<file path="config.mk">
export PLATFORM = sky130hd
export DESIGN_NAME = lbs_seq_core
export DESIGN_NICKNAME = d
export VERILOG_FILES = /design/src/design/lbs_pkg.sv /design/src/design/lbs_seq_core.sv
export SDC_FILE = /design/constraint.sdc
export NUM_CORES = 1
export LEC_CHECK = 0
export ABC_AREA = 1
export BUFFER_PORTS_ARGS = -buffer_cell sky130_fd_sc_hd__buf_2
export CELL_PAD_IN_SITES_DETAIL_PLACEMENT = 0
export CELL_PAD_IN_SITES_GLOBAL_PLACEMENT = 1
export CORE_MARGIN = 2
export CORE_UTILIZATION = 39
export DETAILED_ROUTE_END_ITERATION = 7
export PLACE_DENSITY = 0.83
export SYNTH_ARGS = -nofsm -noshare
export SYNTH_HDL_FRONTEND = slang
export SYNTH_SLANG_ARGS = --single-unit
</file>
<file path="constraint.sdc">
create_clock -name clk -period 3.2 [get_ports clk]
set_input_delay 0.64 -clock clk [delete_from_list [all_inputs] [get_ports clk]]
set_output_delay 0.64 -clock clk [all_outputs]
set_load 0.02 [all_outputs]
</file>
<file path="src/design/lbs_pkg.sv">
// Shared types and constants of the LED blink sequencer.
// No dependencies; every other design file imports this package.
package lbs_pkg;

  localparam int TIME_BITS  = 16;
  localparam int COUNT_BITS = 8;
  localparam int EDGE_BITS  = COUNT_BITS + 1;
  localparam int MAX_CYCLES = 100;
  localparam int MODE_BITS  = 3;
  localparam int PHASE_BITS = 2;

  localparam logic [TIME_BITS-1:0]  TIME_ONES = '1;
  localparam logic [COUNT_BITS-1:0] COUNT_ONES = '1;
  localparam logic [COUNT_BITS-1:0] MAX_COUNT = COUNT_BITS'(MAX_CYCLES);

  // Request opcodes
  typedef enum logic [MODE_BITS-1:0] {
    MODE_TICK    = 3'd0,
    MODE_EVENT   = 3'd1,
    MODE_ENABLE  = 3'd2,
    MODE_DISABLE = 3'd3,
    MODE_RESET   = 3'd4
  } mode_t;

  // Sequencer phase, one-hot
  typedef enum logic [3:0] {
    PH_IDLE   = 4'b0001,
    PH_ON     = 4'b0010,
    PH_OFF    = 4'b0100,
    PH_FINISH = 4'b1000
  } phase_t;

  // Phase codes as reported on the result channel
  localparam logic [PHASE_BITS-1:0] CODE_IDLE   = 2'd0;
  localparam logic [PHASE_BITS-1:0] CODE_ON     = 2'd1;
  localparam logic [PHASE_BITS-1:0] CODE_OFF    = 2'd2;
  localparam logic [PHASE_BITS-1:0] CODE_FINISH = 2'd3;

  typedef struct packed {
    logic [MODE_BITS-1:0]  mode;
    logic [TIME_BITS-1:0]  on_time;
    logic [TIME_BITS-1:0]  off_time;
    logic [COUNT_BITS-1:0] cycle_count;
  } item_t;

  typedef struct packed {
    logic                  led_level;
    logic                  event_accepted;
    logic [PHASE_BITS-1:0] phase_now;
  } result_t;

  function automatic logic [PHASE_BITS-1:0] phase_code(input phase_t ph);
    logic [PHASE_BITS-1:0] code;
    unique case (ph)
      PH_IDLE:   code = CODE_IDLE;
      PH_ON:     code = CODE_ON;
      PH_OFF:    code = CODE_OFF;
      PH_FINISH: code = CODE_FINISH;
      default:   code = CODE_IDLE;
    endcase
    return code;
  endfunction

endpackage

</file>
<file path="src/design/lbs_seq_core.sv">
// Sequencer state and its combinational update for one request.
// Depends on lbs_pkg.
module lbs_seq_core import lbs_pkg::*; (
  input  logic                 clk,
  input  logic                 rst_n,
  input  logic                 cfg_we,
  input  logic [TIME_BITS-1:0] cfg_wdata,
  input  logic                 fire,
  input  item_t                item,
  output result_t              res
);

  logic [TIME_BITS-1:0] tick_interval_r;
  phase_t               phase_r, phase_nxt;
  logic [TIME_BITS-1:0] countdown_r, countdown_nxt;
  logic [TIME_BITS-1:0] on_time_r, on_time_nxt;
  logic [TIME_BITS-1:0] off_time_r, off_time_nxt;
  logic [EDGE_BITS-1:0] edges_r, edges_nxt;
  logic                 forever_r, forever_nxt;
  logic                 pending_r, pending_nxt;
  logic                 enabled_r, enabled_nxt;
  logic                 led_r, led_nxt;
  logic                 accepted;
  logic                 remain;
  logic                 count_bad;

  assign remain    = forever_r || (edges_r != '0);
  assign count_bad = (item.cycle_count > MAX_COUNT) && (item.cycle_count != COUNT_ONES);

  // Next state for the request in the input register
  always_comb begin
    phase_nxt     = phase_r;
    countdown_nxt = countdown_r;
    on_time_nxt   = on_time_r;
    off_time_nxt  = off_time_r;
    edges_nxt     = edges_r;
    forever_nxt   = forever_r;
    pending_nxt   = pending_r;
    enabled_nxt   = enabled_r;
    led_nxt       = led_r;
    accepted      = 1'b0;
    if (fire) begin
      unique case (item.mode)
        MODE_TICK: begin
          if (enabled_r) begin
            unique case (phase_r)
              PH_IDLE: begin
                // Launch the pending event, or drop it if it has nothing to do
                if (pending_r) begin
                  pending_nxt   = 1'b0;
                  countdown_nxt = '0;
                  if ((on_time_r != '0) && remain) begin
                    if (!forever_r) begin
                      edges_nxt = {edges_r[EDGE_BITS-2:0], 1'b0};
                    end
                    countdown_nxt = on_time_r;
                    phase_nxt     = PH_ON;
                  end
                end
              end
              PH_ON: begin
                if ((countdown_r == on_time_r) && !remain) begin
                  phase_nxt = PH_FINISH;
                end else if ((countdown_r == on_time_r) && (on_time_r == TIME_ONES)) begin
                  // Infinite on time: light and stop
                  led_nxt = 1'b1;
                  if (!forever_r) begin
                    edges_nxt = edges_r - 1'b1;
                  end
                  phase_nxt = PH_IDLE;
                end else begin
                  if (countdown_r == on_time_r) begin
                    led_nxt = 1'b1;
                    if (!forever_r) begin
                      edges_nxt = edges_r - 1'b1;
                    end
                  end
                  if (countdown_r >= tick_interval_r) begin
                    countdown_nxt = countdown_r - tick_interval_r;
                  end else begin
                    countdown_nxt = off_time_r;
                    phase_nxt     = PH_OFF;
                  end
                end
              end
              PH_OFF: begin
                if ((countdown_r == off_time_r) && !remain) begin
                  phase_nxt = PH_FINISH;
                end else begin
                  if (countdown_r == off_time_r) begin
                    led_nxt = 1'b0;
                    if (!forever_r) begin
                      edges_nxt = edges_r - 1'b1;
                    end
                  end
                  if (countdown_r >= tick_interval_r) begin
                    countdown_nxt = countdown_r - tick_interval_r;
                  end else begin
                    countdown_nxt = on_time_r;
                    phase_nxt     = PH_ON;
                  end
                end
              end
              PH_FINISH: begin
                led_nxt   = 1'b0;
                phase_nxt = PH_IDLE;
              end
              default: begin
                led_nxt   = 1'b0;
                phase_nxt = PH_IDLE;
              end
            endcase
          end
        end
        MODE_EVENT: begin
          // Load a blink event unless disabled or the count is out of range
          if (enabled_r && !count_bad) begin
            on_time_nxt  = item.on_time;
            off_time_nxt = item.off_time;
            forever_nxt  = (item.cycle_count == COUNT_ONES);
            edges_nxt    = EDGE_BITS'(item.cycle_count);
            phase_nxt    = PH_IDLE;
            pending_nxt  = 1'b1;
            accepted     = 1'b1;
          end
        end
        MODE_ENABLE:  enabled_nxt = 1'b1;
        MODE_DISABLE: enabled_nxt = 1'b0;
        MODE_RESET: begin
          phase_nxt   = PH_IDLE;
          enabled_nxt = 1'b1;
          pending_nxt = 1'b0;
          led_nxt     = 1'b0;
        end
        default: begin
        end
      endcase
    end
  end

  // Configuration register
  always_ff @(posedge clk) begin
    if (!rst_n) begin
      tick_interval_r <= TIME_BITS'(1);
    end else if (cfg_we) begin
      tick_interval_r <= cfg_wdata;
    end
  end

  // State registers
  always_ff @(posedge clk) begin
    if (!rst_n) begin
      phase_r     <= PH_IDLE;
      countdown_r <= '0;
      on_time_r   <= '0;
      off_time_r  <= '0;
      edges_r     <= '0;
      forever_r   <= 1'b0;
      pending_r   <= 1'b0;
      enabled_r   <= 1'b1;
      led_r       <= 1'b0;
    end else begin
      phase_r     <= phase_nxt;
      countdown_r <= countdown_nxt;
      on_time_r   <= on_time_nxt;
      off_time_r  <= off_time_nxt;
      edges_r     <= edges_nxt;
      forever_r   <= forever_nxt;
      pending_r   <= pending_nxt;
      enabled_r   <= enabled_nxt;
      led_r       <= led_nxt;
    end
  end

  assign res = '{led_level:      led_nxt,
                 event_accepted: accepted,
                 phase_now:      phase_code(phase_nxt)};

endmodule

</file>
==> Implementation_results.wiki <==
{| class="wikitable"
! Metric !! Value
|-
| Outcome || finished, violations left
|-
| Violations in the final reports || setup timing
|-
| Number of detailed-route iterations in the first pass || 5
|-
| Tightest slew margin relative to the limit || 0.4556
|-
| Number of sinks handled by clock tree synthesis || 81
|-
| Max-cap violations || 0
|-
| Share of cells above drive strength 1 || 0.2374
|-
| Area of the core || around 0.015 mm^2
|-
| Placement Cell Area || between 0.006 and 0.007 mm^2
|-
| Post-Layout Cell Count || 1,237
|-
| Multiplexer area fraction after synthesis || 0
|-
| Diode count || 0
|-
| Clock latency on the worst-skew pair || 0.35 ns
|-
| Overall die area || 0.01613 mm^2
|-
| Worst Min Path Start || tick_interval_r[6]
|-
| Residual DRC || 0
|-
| Syn_nets || 1,036
|-
| Die Y || about 130 um
|-
| Type of element capturing the critical path || output port
|-
| Die boundary width || 127.0 um
|-
| Path class of the lowest-slack min-delay path || reg -> reg
|-
| Worst-case hold slack || 0.4734 ns
|-
| Number of nets still failing antenna checks after routing || 0
|-
| Data arrival, critical path || between 2 and 3 ns
|-
| Detailed router's first-iteration violation count || 532
|-
| R2R Path Start || countdown_r[1]
|-
| Core occupancy in the finished layout || 0.4939
|-
| Setup slack after layout || -0.05475 ns
|-
| Via count of the first global-routing pass || ~5,900
|-
| Average cell area after synthesis || 6.180 um^2
|-
| Number of instances in the synthesized netlist || 955
|-
| Clk pin slew, worst setup/hold paths || 0.06 ns
|-
| Congestion Overflow GR || 0
|-
| Total of flip-flops plus latches after synthesis || 81
|-
| CTS tree || built
|-
| Cell area after synthesis || 0.005902 mm^2
|-
| Portion of the post-synthesis area used by sequential elements || 0.2748
|-
| Worst-margin pin slew || 0.8154 ns
|-
| Area occupied by registers || 0.001633 mm^2
|-
| Routed wire per std cell || 15.02 um
|-
| GR Util All Layers || 0.2295
|-
| Clock buffers created by TritonCTS || 9
|-
| Total of buffers placed on input and output ports || 66
|-
| Area growth from synthesis to layout || 22.56%
|-
| Required time reported for the critical path endpoint || 2.56 ns
|-
| Largest family of logic cells by synthesized area || simple AND/OR/NAND/NOR gates
|-
| Worst Setup Path Type || reg -> out
|-
| Xor and xnor fraction of the mapped netlist area || 0.01336
|-
| Area share of and/or/nand/nor cells after synthesis || 0.3443
|-
| Reg2reg end || countdown_r[2]
|-
| Final instance area || 0.007233 mm^2
|-
| Hold path depth || 2
|-
| Clock root buffer master || clkbuf_16
|-
| R2r setup slk || about 0.060 ns
|-
| Warnings, synthesis || 0
|-
| Number of slew-limit violations in the final report || 0
|-
| Power per standard cell area || roughly 380 mW/mm^2
|-
| Number of enable flip-flop cells after synthesis || 0
|-
| Final WL || 18,580 um
|-
| Global placement routability congestion || 0.9324
|-
| Final Critical Period || around 3.3 ns
|-
| Final layout net count || 1,129
|-
| Post-layout power || 2768 uW
|-
| Maximum count of clock buffers along a single path || 2
|-
| Maximum achievable frequency || 307.2 MHz
|-
| Final clock period utilization by the worst path || 1.017
|-
| Initial cell density of the core || 0.4030
|-
| H-tree levels || 3
|-
| Complex-gate fraction of the synthesized area || 0.2139
|-
| Worst min-delay path endpoint || tick_interval_r[6]
|-
| Post-detail-place hpwl || roughly 13,000 um
|-
| Proportion of register bits with asynchronous set or reset after synthesis || 0
|-
| Maximum number of pins on one net before global-route repair || 58
|-
| IR Drop Worst-Case VDD || 0.2654 mV
|-
| Global-route wire length before repair || 29,410 um
|-
| Reg2reg path depth || 22
|-
| Nature of the critical path startpoint || flop
|-
| RSZ-0062 raised after global routing || true
|-
| Multi-input combinational cell area || 0.003835 mm^2
|-
| Total vias in the final route || 6,423
|-
| Floorplan row count || 44
|-
| Fill cells || 1,523
|-
| Setup violation total in the final timing report || 2
|-
| Initial antenna violation count || 0
|-
| Top FF cell, synth || dfxtp_1
|-
| Static Leak || 0.003282 uW
|-
| Max FO, Critical Path || 6
|-
| Final Hold Vio Count || 0
|-
| Fraction of the mapped netlist area in adder cells || 0.03943
|-
| Post-cts hold buffer count || 0
|-
| Detailed-route vias per instance || a little over 5
|-
| Number of top-level pins || 67
|-
| Placed cell count || 1,181
|-
| Post-synth cell types || 48
|-
| Worst clock skew || 0.009574 ns
|}
==> cells in the final DEF (no fill, tap or decap), types with 4 or more instances in the layout <==
cell,Yosys,layout
inv_1,104,97
xnor2_1,5,5
a21oi_1,88,86
dfxtp_2,0,9
a21oi_2,7,8
o22ai_1,9,9
o21ai_1,4,5
nand4_1,13,13
nand3_2,3,6
nor2_4,7,7
o21ai_0,105,100
nand2_2,16,23
dfxtp_1,81,72
and2_1,8,8
ha_4,0,11
o211ai_1,4,4
buf_4,4,50
nor2_2,5,8
o21ai_2,1,5
nand2_4,3,4
nor2_1,88,85
nor3_1,15,14
ha_1,17,5
nand3_1,39,36
clkbuf_16,0,9
inv_2,17,22
nand2_1,252,245
xor2_1,4,4
clkinv_2,2,4
buf_2,6,64
==> timing repair <==
action                                 CTS  global route
endpoints found under the hold margin    0             0
gates cloned                             1             0
buffers inserted                        34             5
pin swaps                                8            19
gates resized for setup                 22            44
setup endpoints to repair                2            14
==> power breakdown <==
group	switching [uW]	leakage, uW	total, uW	internal [uW]
Clock	431	0.000162	1150	723
Combinational	344	0.00246	553	209
Sequential	21.3	0.000662	1060	1040
Total	796	0.00328	2770	1970
==> layer usage <==
layer,GRT usage,up-vias,share of wire
met4,0.07886,0,0.027
met1,0.3031,2896,0.46
met3,0.04564,31,0.062
li1,-,3300,-
met2,0.3754,196,0.46
met5,0,-,0
==> cell usage after synthesis, types with 2 or more instances <==
cell type,instances,share of area
buf_2,6,0.0051
nand2_1,252,0.16
inv_1,104,0.066
nor2_2,5,0.0053
clkinv_2,2,0.0017
a21oi_1,88,0.075
o21ai_1,4,0.0034
o21ai_0,105,0.089
dfxtp_1,81,0.27
nand4_1,13,0.014
o211ai_1,4,0.0051
o31ai_1,2,0.0025
nand2_2,16,0.017
nand3_2,3,0.0051
nand2_4,3,0.0057
nand3_4,2,0.0059
buf_4,4,0.0051
o22ai_1,9,0.0095
xnor2_1,5,0.0074
and2_1,8,0.0085
inv_2,17,0.011
o21bai_1,3,0.0038
clkbuf_1,19,0.012
nor2_1,88,0.056
nor3_1,15,0.013
ha_1,17,0.036
xor2_1,4,0.0059
nor2_4,7,0.013
a31oi_1,3,0.0032
nand3_1,39,0.033
buf_6,4,0.0076
a21oi_2,7,0.010
==> sequential cells by signal (all words and copies together) (netlist names) <==
register and flops:
off_time_r 16, pending_r 1, enabled_r 1, on_time_r 16, countdown_r 16, forever_r 1
led_r 1, tick_interval_r 16, edges_r 9, phase_r 4
==> logic make-up (layout without fill, tap and decap cells) <==
group | count (synthesis) | in the layout
buffers and inverters | 159 | 256
adders and majority gates | 18 | 18
DFF | 81 | 81
xor gates and xnor gates | 9 | 9
and+or+nand+nor | 456 | 457
AOI/OAI and AO/OA | 232 | 232
==> worst max-delay path, stage by stage, from the launching register on <==
cell	delay, ns
dfxtp_2	0.33
inv_4	0.06
ha_4	0.13
inv_4	0.03
fa_2	0.34
nand2_2	0.09
nand2_2	0.08
nand3_2	0.11
nand3_2	0.08
nand2_2	0.10
nand2_4	0.10
inv_2	0.09
nor2_2	0.04
nor2_1	0.13
nand2_2	0.09
nand2_2	0.08
nor2_2	0.05
inv_1	0.04
nand2_1	0.04
nor2_1	0.08
buf_4	0.14
==> metrics by stage <==
step | setup TNS, ns | worst slack [ns]
6_report | -0.06445 | -0.05475
5_1_grt | -0.5130 | -0.1894
4_1_cts | 0 | 0.005965
3_5_place_dp | 0 | 0.1447
3_3_place_gp | 0 | 0.2090
2_1_floorplan | 0 | 0.3057
==> how the worst max path moves through the flow <==
stage | startpoint | cells past startpoint | slack (ns) | end
floorplan | countdown_r[0] | 16 | 0.31 | res[1]
global placement | countdown_r[0] | 20 | 0.21 | res[1]
detailed placement | countdown_r[0] | 18 | 0.14 | res[0]
CTS | countdown_r[0] | 20 | 0.006 | res[1]
global route | countdown_r[0] | 20 | -0.19 | res[1]
finish | countdown_r[0] | 20 | -0.05 | res[1]
==> area by class of cell <==
type                            instances  share of cell area
Sequential cell                        81              0.2257
Inverter                              124             0.06608
Clock buffer                           11             0.03494
Multi-Input combinational cell        716              0.5302
Timing Repair Buffer                  116              0.1005
Clock inverter                          5             0.01072
Tap cell                              184             0.03183
(Power assumes the default switching activity.)
